## src/tcge_pkg.sv

```systemverilog
// ----------------------------------------------------------------------------
// tcge_pkg: shared types and constants
// Request, result and internal command formats of the cursor-motion expander.
// ----------------------------------------------------------------------------
package tcge_pkg;

  localparam int unsigned ValueWidthDef = 16;
  localparam int unsigned QueueDepthDef = 4;

  // decimal printing: magnitude never exceeds 999999
  localparam int unsigned MagW       = 20;
  localparam int unsigned MaxDigits  = 6;
  localparam int unsigned DigIdxW    = 3;
  localparam int unsigned Recip10    = 838861;  // ceil(2^23 / 10)
  localparam int unsigned RecipShift = 23;

  localparam logic [7:0] ChZero  = 8'h30;
  localparam logic [7:0] ChMinus = 8'h2d;

  typedef struct packed {
    logic [7:0]         cap_char;
    logic signed [15:0] row_in;
    logic signed [15:0] col_in;
    logic               start_mark;
    logic               end_mark;
  } req_t;

  typedef struct packed {
    logic [7:0] out_byte;
    logic       done_res;
    logic       error;
  } res_t;

  typedef enum logic [1:0] {
    CMD_BYTE = 2'd0,
    CMD_DEC  = 2'd1,
    CMD_DONE = 2'd2
  } cmd_kind_e;

  typedef struct packed {
    cmd_kind_e       kind;
    logic [7:0]      data;
    logic            err;
    logic            neg;
    logic [MagW-1:0] mag;
    logic [1:0]      min_w;
  } cmd_t;

endpackage

```

## src/tcge_queue.sv

```systemverilog
// ----------------------------------------------------------------------------
// tcge_queue: command queue
// Small first-word-fall-through queue between the parser and the emitter.
// ----------------------------------------------------------------------------
module tcge_queue #(
  parameter int unsigned QueueDepth = tcge_pkg::QueueDepthDef
) (
  input  logic           clk_i,
  input  logic           rst_ni,
  input  logic           push_i,
  input  tcge_pkg::cmd_t cmd_i,
  output logic           full_o,
  input  logic           pop_i,
  output logic           empty_o,
  output tcge_pkg::cmd_t cmd_o
);
  import tcge_pkg::*;

  localparam int unsigned PtrW = (QueueDepth > 1) ? $clog2(QueueDepth) : 1;
  localparam int unsigned CntW = $clog2(QueueDepth + 1);

  cmd_t            mem_q [QueueDepth];
  logic [PtrW-1:0] wr_q, wr_d, rd_q, rd_d;
  logic [CntW-1:0] cnt_q, cnt_d;
  logic            do_push, do_pop;

  assign full_o  = (cnt_q == CntW'(QueueDepth));
  assign empty_o = (cnt_q == '0);
  assign do_push = push_i && !full_o;
  assign do_pop  = pop_i && !empty_o;
  assign cmd_o   = mem_q[rd_q];

  always_comb begin
    wr_d  = wr_q;
    rd_d  = rd_q;
    cnt_d = cnt_q;
    if (do_push) wr_d = (wr_q == PtrW'(QueueDepth - 1)) ? '0 : wr_q + PtrW'(1);
    if (do_pop)  rd_d = (rd_q == PtrW'(QueueDepth - 1)) ? '0 : rd_q + PtrW'(1);
    if (do_push && !do_pop) cnt_d = cnt_q + CntW'(1);
    if (!do_push && do_pop) cnt_d = cnt_q - CntW'(1);
  end

  always_ff @(posedge clk_i or negedge rst_ni) begin
    if (!rst_ni) begin
      wr_q  <= '0;
      rd_q  <= '0;
      cnt_q <= '0;
    end else begin
      wr_q  <= wr_d;
      rd_q  <= rd_d;
      cnt_q <= cnt_d;
    end
  end

  always_ff @(posedge clk_i) begin
    if (do_push) mem_q[wr_q] <= cmd_i;
  end

endmodule

```

## config.mk

```make
export PLATFORM = sky130hd
export DESIGN_NAME = tcge_queue
export DESIGN_NICKNAME = d
export VERILOG_FILES = /design/src/tcge_pkg.sv /design/src/tcge_queue.sv
export SDC_FILE = /design/constraint.sdc
export NUM_CORES = 1
export LEC_CHECK = 0
export BUFFER_PORTS_ARGS = -buffer_cell sky130_fd_sc_hd__buf_2
export CAP_MARGIN = 20
export CORE_ASPECT_RATIO = 1.25
export CORE_UTILIZATION = 25
export CTS_BUF_LIST = sky130_fd_sc_hd__clkbuf_16
export CTS_CLUSTER_DIAMETER = 50
export DETAILED_ROUTE_END_ITERATION = 16
export PLACE_DENSITY = 0.42
export SETUP_SLACK_MARGIN = 0.15
export SYNTH_ARGS = -nofsm -noshare
export SYNTH_HDL_FRONTEND = slang
export SYNTH_SLANG_ARGS = --single-unit
```

## constraint.sdc

```tcl
create_clock -name clk_i -period 3.7 [get_ports clk_i]
set_clock_uncertainty 0.05 [all_clocks]
set_input_delay 0.74 -clock clk_i [delete_from_list [all_inputs] [get_ports clk_i]]
set_output_delay 0.74 -clock clk_i [all_outputs]
set_load 0.02 [all_outputs]
```

Word-level counts from Yosys, hierarchy flattened

Memory sizes are Yosys's and may differ from the RTL's.
Cells that the tools add are included.

Add/subtract/negate cells: 4
Equal/unequal tests: 3
Multiplexer cells: 6
Reduce and logical (&&, ||, !) cells: 10

Operator list:

| cell                                                                | number |
|---|---|
| 3-bit 2-to-1 mux                                                    | 2 |
| 2-bit by 1-bit adder with 2-bit output (second input constant)      | 2 |
| 2-bit equality test (second input constant)                         | 2 |
| 1-bit logical AND                                                   | 4 |
| 1-bit zero test                                                     | 4 |
| 2-bit 2-to-1 mux                                                    | 2 |
| 3-bit by 1-bit adder with 3-bit output (second input constant)      | 1 |
| 3-bit equality test (second input constant)                         | 1 |
| 3-bit zero test                                                     | 1 |
| 3-bit by 1-bit subtractor with 3-bit output (second input constant) | 1 |
| 1-bit 2-to-1 mux                                                    | 2 |
| 2-bit nonzero test                                                  | 1 |

Register bits: 7
Memory bits (writable): 136
Bits of input ports: 38
Logic and storage cells: 27
Memories kept: 1

Memory list:

| memory | words | width | read ports | clocked after memory_dff | write ports | line             | RTL |
|---|---|---|---|---|---|---|---|
| mem_q  | 4     | 34    | 1          | 0                        | 1           | tcge_queue.sv:22 | `cmd_t mem_q [QueueDepth];` |

Depth between registers and ports, before layout

Word-level depth: 7
Gate-level depth with buffers: 9
Mapped depth without buffers: 9

Least setup slack after synthesis

OpenSTA, ideal clock, no wires.

Kind: reg-to-output
From: register rd_q[0]
To: output port cmd_o[0] (netlist bit)
Data arrival time: 1,392 ps
Slack: 1,518 ps
Stages on the path, launching flop included: 4
Path buffers: 2
Cells stage by stage: dfrtp_1 buf_2 buf_4 mux4_2

RTL lines:

| item                     | line             | RTL |
|---|---|---|
| start: declaration       | tcge_queue.sv:23 | `logic [PtrW-1:0] wr_q, wr_d, rd_q, rd_d;` |
| start signal: assignment | tcge_queue.sv:50 | `rd_q <= rd_d;` |
| end: declaration         | tcge_queue.sv:15 | `output tcge_pkg::cmd_t cmd_o` |

==> run metrics <==
status finished, final reports clean; Area Overhead vs Synth 25.1%; core footprint ~21000 µm²; die area 22000 µm²; R2R Path Start cnt_q[0]; Ys Warns 0; count leader, synth edfxtp_1; crit path time final ~2.8 ns; Max VDD drop roughly 0.66 mV; Final GP Congestion around 0.68; global-route wire length before repair 16700 µm; CTS tree built; top area cells in the synthesized netlist edfxtp_1 (76%), mux4_2 (14%), dfrtp_1 (3.3%); CP Capture Type primary output; final WL 10800 µm; total number of vias around 2500; post-route core utilization approximately 32%; total grt overflow 0; # rows slightly below 60; Mapped Area around 5400 µm²; reg-to-reg slack, setup 1.42 ns; Avg Synthesized Cell Area 24.3 µm²; final period utilization 75.6%; slowest stage delay, CP about 0.57 ns; Root Buffer Master clkbuf_16; Critical Path RT ~2.9 ns; r2r worst-path depth 9; CTS resizes 0; LEAKAGE between 0.002 and 0.0025 µW; # setup viols final 0; Final ANT Viol Nets 0; CP arrival 2.01 ns; CP Launch Type register; pwr/cell area around 860 nW/µm²; drt first pass iters 4; #FFs+latches synth 143; RSZ-0062 raised after global routing no; vias in the first global route ~2800; Initial Util around 26%; Setup TNS 0 ns; Worst-Skew Late Latency 0.42 ns; CTS buffer count 17; final hold violations 0; crit path max fanout 31; synth cell count leaders edfxtp_1 (136), mux4_2 (34), inv_1 (8); Cell variety after synth 22; max cap viols 0; IO Pins 74; crit-path leading delay family multiplexers; Main synth FF type edfxtp_1; HP Class in2async; area fraction of the dominant cell type after synthesis between 70% and 80%; Setup CP Type reg2out; layout cells sized above 1 between 40% and 50%; DP HPWL about 6500 µm; Slew Limit Fails 0; Crit Reg-Reg Endpoint cnt_q[2]; # hold bufs at CTS 0; H-tree depth 4; Crit path buffers/inverters 2; die width 133 µm; Fmax 358 MHz; die height 166 µm; CTS Sinks approximately 140; pin count of the biggest net entering global routing 35; Avg WL per Cell 18.1 µm; Mapped Cells 220; Vias/cell 4.19; critical-path cell list buf_12, mux4_2, buf_2; Post-synth EDFFs 136; DRC Markers 0; Nets 355; setup bufs post-CTS 0; Seq/Total Area, Yosys between 70 and 80%; GRT Overall Usage 10.7%; Worst Max-Slew Pin Slew between 1 and 1.5 ns; Longest Clk Path Bufs 2; Slew headroom a little under a third; post-synth top area cell edfxtp_1; CP max stage cell mux4_2; Mapped Nets ~270; initial antenna violation count 3; Port Buffer Count 73; Async SR Flop Fraction 4.90%; Clock transition at path regs 0.06 ns; 1st-iter DRT viols slightly above 70
==> routing by layer <==
layer | routed length (µm) | global-route usage (%) | vias up
met5 | 18 | 0 | -
met4 | 144 | 4.50 | 4
met3 | 725 | 4.71 | 15
met2 | 5250 | 16.7 | 71
met1 | 4690 | 12.8 | 1319
li1 | - | - | 1098
==> where the power goes <==
| part | internal [µW] | switching (µW) | total, µW | leakage, µW |
|---|---|---|---|---|
| registers | 2150 | 140 | 2290 | 0.00133 |
| logic | 721 | 998 | 1720 | 0.000711 |
| clock network | 1120 | 655 | 1780 | 0.000296 |
| total | 4000 | 1790 | 5790 | 0.00233 |
==> kinds of logic after synthesis <==
logic type	count (synthesis)	share of synthesized area, %
buf+inv	16	1.40
compound gates	1	0.0934
simple gates	12	1.43
mux	38	15.3
fa+ha+maj	7	1.78
xor+xnor	3	0.491
flops	143	79.5
==> cell usage in the layout (no fill, tap or decap) <==
cell	synthesis	final
clkinvlp_4	0	4
edfxtp_1	136	136
mux2_4	2	2
dfrtp_2	0	2
and2_4	1	1
ha_1	6	6
fa_1	1	1
o21ai_0	1	1
nand2_1	1	1
or3b_4	1	1
buf_4	3	5
diode_2	0	1
inv_6	0	1
nor3_1	1	1
dfrtp_1	7	5
clkbuf_16	0	17
and3_2	4	4
mux4_2	34	34
buf_2	2	73
xor2_1	2	2
mux2_2	2	2
xnor2_1	1	1
nor2_1	3	3
buf_12	0	1
clkinv_4	0	2
bufinv_16	0	4
nand2b_1	1	1
inv_1	8	9
clkinv_2	0	3
==> worst max path at each step <==
stage	cells past startpoint	to	start
global placement	3	cmd_o[22]	rd_q[0]
global route	3	cmd_o[11]	rd_q[0]
CTS	3	cmd_o[22]	rd_q[0]
floorplan	3	cmd_o[0]	rd_q[0]
detailed placement	3	cmd_o[22]	rd_q[0]
finish	3	cmd_o[23]	rd_q[0]
==> area by class of cell <==
cell class              count  area [µm²]
flip-flops and latches    143        4260
fillers                  2019       14200
clock inverters            15         195
clock buffers              17         425
repair buffers             79         423
well taps                 274         343
multi-input cells          61        1020
diodes                      1        2.50
inverters                   8        30.0
==> through the flow <==
stage / power (µW) / cell area (µm²) / hold slack, ns / setup WS (ns) / instances
3_3_place_gp: 4090 / 6080 / 0.431 / 1.29 / 565
3_5_place_dp: 4110 / 6080 / 0.435 / 1.28 / 565
4_1_cts: 5900 / 6700 / 0.103 / 0.827 / 597
5_1_grt: 6100 / 6700 / 0.0944 / 0.761 / 598
6_report: 5790 / 6700 / 0.116 / 0.903 / 598
2_1_floorplan: 3490 / 5360 / 0.394 / 1.52 / 220
==> sequential cells by signal, indices dropped and copies added (netlist names) <==
| signal | cells |
|---|---|
| mem_q | 136 |
| rd_q | 2 |
| wr_q | 2 |
| cnt_q | 3 |
Power figures use the tool's default switching activity.
