## src/tcge_pkg.sv

```systemverilog
// ----------------------------------------------------------------------------
// tcge_pkg: shared types and constants
// Request, result and internal command formats of the cursor-motion expander.
// ----------------------------------------------------------------------------
package tcge_pkg;

  localparam int unsigned ValueWidthDef = 16;
  localparam int unsigned QueueDepthDef = 4;

  // decimal printing: magnitude never exceeds 999999
  localparam int unsigned MagW       = 20;
  localparam int unsigned MaxDigits  = 6;
  localparam int unsigned DigIdxW    = 3;
  localparam int unsigned Recip10    = 838861;  // ceil(2^23 / 10)
  localparam int unsigned RecipShift = 23;

  localparam logic [7:0] ChZero  = 8'h30;
  localparam logic [7:0] ChMinus = 8'h2d;

  typedef struct packed {
    logic [7:0]         cap_char;
    logic signed [15:0] row_in;
    logic signed [15:0] col_in;
    logic               start_mark;
    logic               end_mark;
  } req_t;

  typedef struct packed {
    logic [7:0] out_byte;
    logic       done_res;
    logic       error;
  } res_t;

  typedef enum logic [1:0] {
    CMD_BYTE = 2'd0,
    CMD_DEC  = 2'd1,
    CMD_DONE = 2'd2
  } cmd_kind_e;

  typedef struct packed {
    cmd_kind_e       kind;
    logic [7:0]      data;
    logic            err;
    logic            neg;
    logic [MagW-1:0] mag;
    logic [1:0]      min_w;
  } cmd_t;

endpackage

```

## src/tcge_front.sv

```systemverilog
// ----------------------------------------------------------------------------
// tcge_front: capability string parser
// Takes requests, tracks the escape state and the operands, and issues one
// output command per request at most.
// ----------------------------------------------------------------------------
module tcge_front #(
  parameter int unsigned ValueWidth = tcge_pkg::ValueWidthDef
) (
  input  logic            clk_i,
  input  logic            rst_ni,
  input  logic            in_valid_i,
  output logic            in_ready_o,
  input  tcge_pkg::req_t  in_req_i,
  input  logic            q_full_i,
  output logic            push_o,
  output tcge_pkg::cmd_t  cmd_o
);
  import tcge_pkg::*;

  localparam int unsigned ProdW       = ValueWidth + 32;
  localparam logic [31:0] Recip10W    = 32'hcccccccd;  // ceil(2^35 / 10)
  localparam int unsigned RecipShiftW = 35;

  localparam logic [7:0] ChPct   = 8'h25;
  localparam logic [7:0] ChD     = 8'h64;
  localparam logic [7:0] ChTwo   = 8'h32;
  localparam logic [7:0] ChThree = 8'h33;
  localparam logic [7:0] ChDot   = 8'h2e;
  localparam logic [7:0] ChPlus  = 8'h2b;
  localparam logic [7:0] ChGt    = 8'h3e;
  localparam logic [7:0] ChR     = 8'h72;
  localparam logic [7:0] ChI     = 8'h69;
  localparam logic [7:0] ChN     = 8'h6e;
  localparam logic [7:0] ChBcd   = 8'h42;
  localparam logic [7:0] ChRev   = 8'h44;

  typedef enum logic [5:0] {
    MODE_PLAIN = 6'b000001,
    MODE_PCT   = 6'b000010,
    MODE_PLUS  = 6'b000100,
    MODE_GT1   = 6'b001000,
    MODE_GT2   = 6'b010000,
    MODE_DIV   = 6'b100000
  } mode_e;

  mode_e                  mode_q, mode_d;
  logic [ValueWidth-1:0]  row_q, row_d, col_q, col_d;
  logic                   tic_q, tic_d;
  logic [7:0]             cmp_q, cmp_d;
  logic                   err_q, err_d;
  logic [ValueWidth-1:0]  dvd_q, dvd_d;
  logic                   dneg_q, dneg_d;

  logic accept;

  assign in_ready_o = (mode_q != MODE_DIV) && !q_full_i;
  assign accept     = in_valid_i && in_ready_o;

  always_comb begin
    logic [ValueWidth-1:0]        row_w, col_w, tgt, tnew, mag_t, r4x, quo, qs;
    logic                         tic_w, err_w, tneg, sneg;
    mode_e                        mode_w;
    logic [7:0]                   cmp_w, c;
    logic [ProdW-1:0]             prod;
    logic signed [31:0]           s_ext, s_sat, s_mag;
    logic signed [31:0]           row_ext, col_ext;

    mode_d = mode_q;
    row_d  = row_q;
    col_d  = col_q;
    tic_d  = tic_q;
    cmp_d  = cmp_q;
    err_d  = err_q;
    dvd_d  = dvd_q;
    dneg_d = dneg_q;
    push_o = 1'b0;
    cmd_o  = '0;

    row_w  = row_q;
    col_w  = col_q;
    tic_w  = tic_q;
    err_w  = err_q;
    mode_w = mode_q;
    cmp_w  = cmp_q;
    c      = in_req_i.cap_char;
    tgt    = '0;
    tnew   = '0;
    mag_t  = '0;
    r4x    = '0;
    quo    = '0;
    qs     = '0;
    tneg   = 1'b0;
    sneg   = 1'b0;
    prod   = '0;
    s_ext  = '0;
    s_sat  = '0;
    s_mag  = '0;
    row_ext = 32'(in_req_i.row_in);
    col_ext = 32'(in_req_i.col_in);

    if (mode_q == MODE_DIV) begin
      // magnitude over ten by reciprocal multiplication
      prod = ProdW'(dvd_q) * ProdW'(Recip10W);
      quo  = ValueWidth'(prod >> RecipShiftW);
      qs   = dneg_q ? (~quo + ValueWidth'(1)) : quo;
      tgt  = tic_q ? col_q : row_q;
      tnew = tgt + (qs << 2) + (qs << 1);
      if (tic_q) col_d = tnew;
      else       row_d = tnew;
      mode_d = MODE_PLAIN;
    end else if (accept) begin
      if (in_req_i.start_mark) begin
        row_w  = row_ext[ValueWidth-1:0];
        col_w  = col_ext[ValueWidth-1:0];
        mode_w = MODE_PLAIN;
        tic_w  = 1'b0;
        cmp_w  = '0;
        err_w  = 1'b0;
      end
      tgt  = tic_w ? col_w : row_w;
      tneg = tgt[ValueWidth-1];
      mag_t = tneg ? (~tgt + ValueWidth'(1)) : tgt;

      if (in_req_i.end_mark) begin
        push_o     = 1'b1;
        cmd_o.kind = CMD_DONE;
        cmd_o.err  = err_w || (mode_w != MODE_PLAIN);
        mode_w     = MODE_PLAIN;
        err_w      = 1'b0;
        tic_w      = 1'b0;
      end else if (!err_w) begin
        case (mode_w)
          MODE_PCT: begin
            mode_w = MODE_PLAIN;
            case (c)
              ChD, ChTwo, ChThree: begin
                s_ext = 32'(signed'(tgt));
                s_sat = s_ext;
                if (s_ext > 32'sd999999) s_sat = 32'sd999999;
                if (s_ext < -32'sd99999) s_sat = -32'sd99999;
                sneg  = s_sat[31];
                s_mag = sneg ? -s_sat : s_sat;
                push_o      = 1'b1;
                cmd_o.kind  = CMD_DEC;
                cmd_o.neg   = sneg;
                cmd_o.mag   = s_mag[MagW-1:0];
                cmd_o.min_w = (c == ChD) ? 2'd1 : ((c == ChTwo) ? 2'd2 : 2'd3);
                tic_w = 1'b1;
              end
              ChDot: begin
                push_o     = 1'b1;
                cmd_o.kind = CMD_BYTE;
                cmd_o.data = tgt[7:0];
                tic_w = 1'b1;
              end
              ChPlus: mode_w = MODE_PLUS;
              ChGt:   mode_w = MODE_GT1;
              ChR: begin
                row_w = col_w;
                col_w = row_d;
                if (in_req_i.start_mark) col_w = row_ext[ValueWidth-1:0];
              end
              ChI: begin
                row_w = row_w + ValueWidth'(1);
                col_w = col_w + ValueWidth'(1);
              end
              ChN: begin
                row_w = row_w ^ ValueWidth'(8'h60);
                col_w = col_w ^ ValueWidth'(8'h60);
              end
              ChBcd: begin
                dvd_d  = mag_t;
                dneg_d = tneg;
                mode_w = MODE_DIV;
              end
              ChRev: begin
                r4x  = ValueWidth'(mag_t[3:0]) << 1;
                tnew = tneg ? (tgt + r4x) : (tgt - r4x);
                if (tic_w) col_w = tnew;
                else       row_w = tnew;
              end
              ChPct: begin
                push_o     = 1'b1;
                cmd_o.kind = CMD_BYTE;
                cmd_o.data = ChPct;
              end
              default: err_w = 1'b1;
            endcase
          end
          MODE_PLUS: begin
            push_o     = 1'b1;
            cmd_o.kind = CMD_BYTE;
            cmd_o.data = tgt[7:0] + c;
            tic_w  = 1'b1;
            mode_w = MODE_PLAIN;
          end
          MODE_GT1: begin
            cmp_w  = c;
            mode_w = MODE_GT2;
          end
          MODE_GT2: begin
            if (signed'(tgt) > signed'(ValueWidth'({1'b0, cmp_w}))) begin
              tnew = tgt + ValueWidth'(c);
              if (tic_w) col_w = tnew;
              else       row_w = tnew;
            end
            mode_w = MODE_PLAIN;
          end
          default: begin
            mode_w = MODE_PLAIN;
            if (c == ChPct) begin
              mode_w = MODE_PCT;
            end else begin
              push_o     = 1'b1;
              cmd_o.kind = CMD_BYTE;
              cmd_o.data = c;
            end
          end
        endcase
      end

      mode_d = mode_w;
      row_d  = row_w;
      col_d  = col_w;
      tic_d  = tic_w;
      cmp_d  = cmp_w;
      err_d  = err_w;
    end
  end

  always_ff @(posedge clk_i or negedge rst_ni) begin
    if (!rst_ni) begin
      mode_q <= MODE_PLAIN;
      row_q  <= '0;
      col_q  <= '0;
      tic_q  <= 1'b0;
      cmp_q  <= '0;
      err_q  <= 1'b0;
    end else begin
      mode_q <= mode_d;
      row_q  <= row_d;
      col_q  <= col_d;
      tic_q  <= tic_d;
      cmp_q  <= cmp_d;
      err_q  <= err_d;
    end
  end

  always_ff @(posedge clk_i) begin
    dvd_q  <= dvd_d;
    dneg_q <= dneg_d;
  end

endmodule

```

## config.mk

```make
export PLATFORM = sky130hd
export DESIGN_NAME = tcge_front
export DESIGN_NICKNAME = d
export VERILOG_FILES = /design/src/tcge_pkg.sv /design/src/tcge_front.sv
export SDC_FILE = /design/constraint.sdc
export NUM_CORES = 1
export LEC_CHECK = 0
export BUFFER_PORTS_ARGS = -buffer_cell sky130_fd_sc_hd__buf_2
export CAP_MARGIN = 25
export CORE_UTILIZATION = 35
export CTS_BUF_LIST = sky130_fd_sc_hd__clkbuf_16
export CTS_CLUSTER_SIZE = 25
export DETAILED_ROUTE_END_ITERATION = 10
export PLACE_DENSITY = 0.55
export SLEW_MARGIN = 30
export SYNTH_ARGS = -nofsm -noshare
export SYNTH_HDL_FRONTEND = slang
export SYNTH_SLANG_ARGS = --single-unit
export TNS_END_PERCENT = 10
```

## constraint.sdc

```tcl
create_clock -name clk_i -period 10.5 [get_ports clk_i]
set_clock_uncertainty 0.2 [all_clocks]
set_input_delay 0 -clock clk_i [delete_from_list [all_inputs] [get_ports clk_i]]
set_output_delay 0 -clock clk_i [all_outputs]
set_load 0.005 [all_outputs]
```

# Word-level counts from Yosys, hierarchy flattened
# Cells that the tools add are included.
# Widths: inputs -> output; s select.
[totals]
mem_bits_ro = 0
register_bits = 65
ramBits = 0
out_inout_bits = 36
memories = 0
latch_bits = 0
[op_classes]
order_cmp = 3
n_div = 0
bitwise_logic = 7
n_eq_ne = 21
shift = 0
n_mul = 1
addsub = 11
reduce_logical = 15
mux = 93
[ops]
columns = ["op", "n"]
rows = [
  ["$mux 16", 25],
  ["$mux 32", 8],
  ["$pmux 16 s4", 2],
  ["$mux 23", 4],
  ["$mux 34", 2],
  ["$mux 8", 8],
  ["$pmux 16 s2", 2],
  ["$add 16x1->16 const B", 3],
  ["$eq 8x6->1 const B", 6],
  ["$eq 8x7->1 const B", 6],
  ["$mul 16x32->48 const B", 1],
  ["$mux 6", 7],
  ["$pmux 6 s3", 2],
  ["$add 16x16->16", 2],
  ["$mux 15", 2],
  ["$pmux 9 s3", 1],
  ["$mux 1", 22],
  ["$gt 16x21->1 const B", 1],
  ["$mux 20", 1],
  ["$neg 20->20", 1],
  ["$lt 16x18->1 const B", 1],
  ["$add 16x5->16", 1],
  ["$add 16x8->16", 1],
  ["$gt 16x9->1", 1],
  ["31 further kinds", 41],
]

# Longest topological paths before layout
[logic_depth]
depth_word = 23
mapped_depth = 40

# Least setup slack after synthesis
# No wires, ideal clock.
[synth_path]
path_kind = "flip-flop to flip-flop"
from = "reg dvd_q[14]"
to = "reg row_q[15]"
path_buffers = 1
setup_time_ns = 0.131
stages_incl_launch_ff = 33
required_ns = 10.169
path_slack_ns = 1.417
arrival_time_ns = 8.752
cell_sequence = "edfxtp_1 -> inv_1 -> ha_1 -> fa_1 -> fa_1 -> inv_1 -> fa_1 -> inv_1 -> fa_1 -> fa_1 -> inv_1 -> ha_1 -> buf_6 -> a31oi_1 -> nand2_1 -> a2111oi_2 -> nor2_1 -> or4_1 -> a222oi_1 -> nand4b_1 -> o41ai_1 -> xnor2_1 -> fa_1 -> inv_1 -> ha_1 -> or4_1 -> o311ai_0 -> inv_1 -> nand3_1 -> nor2_1 -> o41a_1 -> nor2b_1 -> or3_1"
[synth_between]
elab_chain_cells = 8
[synth_rtl]
columns = ["item", "line", "text"]
rows = [
  ["start, declared", "tcge_front.sv:51", "logic [ValueWidth-1:0] dvd_q, dvd_d;"],
  ["start signal, assigned", "tcge_front.sv:250", "dvd_q <= dvd_d;"],
  ["$mul 16x32->48 (*)", "tcge_front.sv:103", "prod = ProdW'(dvd_q) * ProdW'(Recip10W);"],
  ["$not 13->15", "tcge_front.sv:105", "qs = dneg_q ? (~quo + ValueWidth'(1)) : quo;"],
  ["$add 15x1->15", "tcge_front.sv:105", ""],
  ["$mux 15 (*)", "tcge_front.sv:105", ""],
  ["$add 16x16->16", "tcge_front.sv:107", "tnew = tgt + (qs << 2) + (qs << 1);"],
  ["$add 16x16->16 (*)", "tcge_front.sv:107", ""],
  ["$mux 16 (*)", "tcge_front.sv:108", "if (tic_q) col_d = tnew;"],
  ["$mux 16 (*)", "tcge_front.sv:101", "if (mode_q == MODE_DIV) begin"],
  ["end signal, assigned", "tcge_front.sv:241", "row_q <= row_d;"],
  ["end, declared", "tcge_front.sv:47", "logic [ValueWidth-1:0] row_q, row_d, col_q, col_d;"],
]
# Every way passes the cells marked *; elsewhere a longest branch is shown, timed or not. The select of a mux whose other input is x is not followed.
# A chain may end at the register's enable or synchronous reset.

# Worst setup path after layout
[layout_path]
from = "reg dvd_q[8]"
to = "reg row_q[15]"
# Same word-level chain as after synthesis.

==> report_table.html <==
<table>
<tr><th>Metric</th><th>Value</th></tr>
<tr><th colspan="2">Outcome</th></tr>
<tr><td>Run status</td><td>finished with violations</td></tr>
<tr><td>Violated checks</td><td>DRC</td></tr>
<tr><th colspan="2">Detailed routing</th></tr>
<tr><td>Number of design-rule violations left by the first detailed-router iteration</td><td>~1200</td></tr>
<tr><td>Ratio of routed vias to standard cells</td><td>between 5 and 6</td></tr>
<tr><td>Total via count after detailed routing</td><td>14352</td></tr>
<tr><td>Routed wire per std cell</td><td>between 20 and 25 um</td></tr>
<tr><td>Remaining design rule violation count</td><td>1</td></tr>
<tr><td>Count of TritonRoute iterations in the first routing pass</td><td>9</td></tr>
<tr><td>Sum of routed wire length over all layers</td><td>approximately 56 mm</td></tr>
<tr><td>Antenna viol nets, final</td><td>0</td></tr>
<tr><th colspan="2">Logic synthesis</th></tr>
<tr><td>Adder and majority gate portion of the synthesized area</td><td>0.2899</td></tr>
<tr><td>Most common library cells after synthesis</td><td>231 x inv_1, 185 x ha_1, 152 x nor2_1</td></tr>
<tr><td>Sequential share of the synthesized area</td><td>0.1183</td></tr>
<tr><td>Post-Synth Simple-Gate Area</td><td>0.1701</td></tr>
<tr><td>Post-Synth XOR/XNOR Area</td><td>0.05809</td></tr>
<tr><td>Most used flip-flop cell after synthesis</td><td>dfrtp_1</td></tr>
<tr><td>Count of distinct cell types in the synthesized netlist</td><td>86</td></tr>
<tr><td>Cell count after synthesis</td><td>between 1500 and 2000</td></tr>
<tr><td>Mapped cell area</td><td>14480 um2</td></tr>
<tr><td>Area share of the largest cell type after synthesis</td><td>0.1599</td></tr>
<tr><td>Most numerous cell in the Yosys netlist</td><td>inv_1</td></tr>
<tr><td>Combinational family with the most area after synthesis</td><td>adder cells</td></tr>
<tr><td>Post-synthesis compound-gate area fraction</td><td>0.2282</td></tr>
<tr><td>Largest cells by area after synthesis</td><td>ha_1 16%, fa_1 13%, dfrtp_1 8.1%, inv_1 6.0%, xnor2_1 4.4%</td></tr>
<tr><td>Ys Warns</td><td>0</td></tr>
<tr><td>Number of flops mapped to enable cells by yosys</td><td>17</td></tr>
<tr><td>Area leader, netlist</td><td>ha_1</td></tr>
<tr><td>Multiplexer share of the synthesized area</td><td>0.05618</td></tr>
<tr><td>Synthesized area per cell</td><td>a little under 8 um2</td></tr>
<tr><td>Post-synthesis register bit count</td><td>65</td></tr>
<tr><td>Share of synthesized flip-flops with an asynchronous set or reset</td><td>0.7385</td></tr>
<tr><th colspan="2">Floorplan</th></tr>
<tr><td>Core region area</td><td>between 40000 and 50000 um2</td></tr>
<tr><td>Initial core utilization</td><td>0.3545</td></tr>
<tr><td>Die area</td><td>around 42000 um2</td></tr>
<tr><td>Number of I/O pins</td><td>82</td></tr>
<tr><td>Width of the chip</td><td>205.4 um</td></tr>
<tr><td>Cell Rows</td><td>74</td></tr>
<tr><td>Die extent in y</td><td>205.4 um</td></tr>
<tr><th colspan="2">GRT</th></tr>
<tr><td>Met1 global-route usage</td><td>0.3143</td></tr>
<tr><td>Via count of the first global-routing pass</td><td>approximately 14000</td></tr>
<tr><td>Maximum number of pins on one net before global-route repair</td><td>49</td></tr>
<tr><td>Global route hottest layer</td><td>met2</td></tr>
<tr><td>Antenna violations before repair</td><td>0</td></tr>
<tr><td>Global router's overall resource usage</td><td>0.2620</td></tr>
<tr><td>Met2 global-route usage</td><td>0.4455</td></tr>
<tr><td>Total gr overflow</td><td>0</td></tr>
<tr><td>Met3 layer usage reported by global route</td><td>0.02645</td></tr>
<tr><td>First-pass GRT wire length</td><td>83.27 mm</td></tr>
<tr><th colspan="2">Timing</th></tr>
<tr><td>Slew at the pin with the worst max-slew slack</td><td>approximately 1.1 ns</td></tr>
<tr><td>Slack of the critical path</td><td>~0.53 ns</td></tr>
<tr><td>Total Negative Setup Slacks</td><td>0 ns</td></tr>
<tr><td>Final cycle utilization of the critical path</td><td>0.9500</td></tr>
<tr><td>Worst hold margin</td><td>about 0.033 ns</td></tr>
<tr><td>Worst max-slew margin expressed relative to the limit</td><td>0.2780</td></tr>
<tr><td>Time the final worst path needs with I/O delays and setup</td><td>roughly 10 ns</td></tr>
<tr><td>Fmax</td><td>100.3 MHz</td></tr>
<tr><td>Final count of hold timing violations</td><td>0</td></tr>
<tr><td>Final setup fails</td><td>0</td></tr>
<tr><td>RSZ-0062 raised after global routing</td><td>no</td></tr>
<tr><td>Slew Viols, Final</td><td>0</td></tr>
<tr><th colspan="2">Worst hold path</th></tr>
<tr><td>End of the worst hold path</td><td>col_q[14]</td></tr>
<tr><td>Hold Crit Class</td><td>in -&gt; reg</td></tr>
<tr><td>Hold path cells</td><td>4</td></tr>
<tr><td>Min-delay src</td><td>in_req_i[16]</td></tr>
<tr><th colspan="2">Place</th></tr>
<tr><td>Pre-CTS worst setup slack</td><td>about 0.59 ns</td></tr>
<tr><td>Final estimated routing congestion in global placement</td><td>0.9803</td></tr>
<tr><td>Port Buf Inserts</td><td>77</td></tr>
<tr><td>HPWL Detailed</td><td>roughly 46 mm</td></tr>
<tr><th colspan="2">Setup path</th></tr>
<tr><td>Endpoint of the worst-slack reg-to-reg timing path</td><td>row_q[15]</td></tr>
<tr><td>Reg-to-reg setup timing slack</td><td>about 0.53 ns</td></tr>
<tr><td>Critical path endpoint category</td><td>register</td></tr>
<tr><td>Most frequent cell on the critical path</td><td>fa_1</td></tr>
<tr><td>Register-to-Register Path Depth</td><td>32</td></tr>
<tr><td>Arrival time reported for the critical path endpoint</td><td>around 10 ns</td></tr>
<tr><td>Crit Path Class</td><td>reg -&gt; reg</td></tr>
<tr><td>Worst endpoint required time</td><td>between 10 and 15 ns</td></tr>
<tr><td>Worst path slowest cell</td><td>a2111oi_0</td></tr>
<tr><td>Maximum cell stage delay along the critical path</td><td>between 0.7 and 0.8 ns</td></tr>
<tr><td>Peak fanout along the critical path</td><td>7</td></tr>
<tr><td>Critical path startpoint category</td><td>register</td></tr>
<tr><td>Source of the worst register-to-register timing path</td><td>dvd_q[8]</td></tr>
<tr><th colspan="2">Clock network</th></tr>
<tr><td>Clock sink count</td><td>65</td></tr>
<tr><td>Clock transition at path regs</td><td>approximately 0.060 ns</td></tr>
<tr><td>Worst-Skew Late Latency</td><td>~0.36 ns</td></tr>
<tr><td>Buffers from clock root to sink, at most</td><td>2</td></tr>
<tr><td>Number of buffers created by CTS</td><td>9</td></tr>
<tr><td>Number of buffers inserted to repair setup after CTS</td><td>0</td></tr>
<tr><td>H-tree Lvls</td><td>3</td></tr>
<tr><td>Root Buffer Master</td><td>clkbuf_16</td></tr>
<tr><td>Clock tree from TritonCTS</td><td>done</td></tr>
<tr><th colspan="2">Power and ir drop</th></tr>
<tr><td>Ratio of total power to cell area</td><td>approximately 84 nW/um2</td></tr>
<tr><td>Leakage power</td><td>around 0.0074 uW</td></tr>
<tr><td>Total design power</td><td>roughly 1400 uW</td></tr>
<tr><td>Worst vdd ir</td><td>about 0.00007 V</td></tr>
<tr><th colspan="2">Layout</th></tr>
<tr><td>Net total in the final layout</td><td>between 2000 and 2500</td></tr>
<tr><td>Proportion of layout cells with a drive suffix above 1</td><td>0.1022</td></tr>
<tr><td>Area growth from synthesis to layout</td><td>11.36%</td></tr>
<tr><td>Number of diodes added for antenna fixing</td><td>0</td></tr>
<tr><th colspan="2">Run</th></tr>
<tr><td>Number of max-cap violations</td><td>0</td></tr>
</table>
[how the worst max path moves through the flow]
stage / startpoint / end / slack (ns) / depth (start not counted)
floorplan: dvd_q[14] / row_q[15] / 1.42 / 32
global placement: dvd_q[8] / row_q[15] / 0.69 / 35
detailed placement: dvd_q[8] / row_q[15] / 0.59 / 35
CTS: dvd_q[8] / row_q[15] / 0.54 / 35
global route: dvd_q[8] / row_q[15] / 0.06 / 32
finish: dvd_q[8] / row_q[15] / 0.53 / 32
[metal layers]
metal / vias up / routed length (um)
li1: 6718 / -
met1: 6963 / 22710
met2: 532 / 26390
met3: 139 / 2791
met4: 0 / 3814
met5: - / 0
[per-stage QoR]
stage	cell area (um2)	util	instances
2_1_floorplan	14490	-	1822
3_3_place_gp	15680	0.3841	2421
3_5_place_dp	15690	0.3843	2422
4_1_cts	16110	0.3946	2449
5_1_grt	16120	0.3948	2449
6_report	16120	0.3948	2449
[worst max-delay path, delay by kind of cell, from the launching register on]
kind            cells  cell delay, ns
fa+ha+maj           9            4.36
buf+inv             5            0.31
simple gates        7            1.45
xor+xnor            2            0.60
compound gates      9            2.52
flops               1            0.40
[registers in the layout, summed over array words and instances (netlist names)]
register	count
cmp_q	8
col_q	16
dneg_q	1
dvd_q	16
err_q	1
mode_q	6
row_q	16
tic_q	1
[cells in the final DEF, fill, tap and decap left out, types with 21 or more instances in the layout]
cell type  netlist  routed
buf_4            5      55
buf_2            7      76
nand4_1         21      21
o22ai_1         38      38
nor3_1          40      40
a21oi_1        113     113
nand2_1        114     114
fa_1            94      94
nor2_1         152     152
mux2i_1         52      52
dfrtp_1         47      47
ha_1           185     185
xnor2_1         73      73
xor2_1          23      23
nand3_1         41      41
inv_1          231     232
o21ai_0        120     120
a211oi_1        21      21
mux2_2          26      26
[cell type report]
cell class / instances / area (um2)
multi-input combinational: 1462 / 11640
sequential: 65 / 1713
inverter: 231 / 867.1
clock inverter: 7 / 86.33
timing repair buffer: 143 / 923.4
clock buffer: 9 / 225.2
fill: 4245 / 24710
tap: 532 / 665.6
[kinds of logic (layout without fill, tap and decap cells)]
group                      Yosys count  after routing
muxes                               78             78
DFF                                 65             65
and+or+nand+nor                    501            501
other                                1              4
xor gates and xnor gates            96             96
AOI/OAI and AO/OA                  504            504
adders and majority gates          279            279
buffers and inverters              295            390
[power by group]
group          switching [uW]  internal [uW]  leakage, uW
combinational             451            257      0.00650
sequential               25.5            287     0.000752
clock                     130            206     0.000158
[repair_timing]
action,in CTS,in global routing
gates resized for setup,0,0
hold buffers,11,0
endpoints found under the hold margin,64,0
Power figures use the tool's default switching activity.
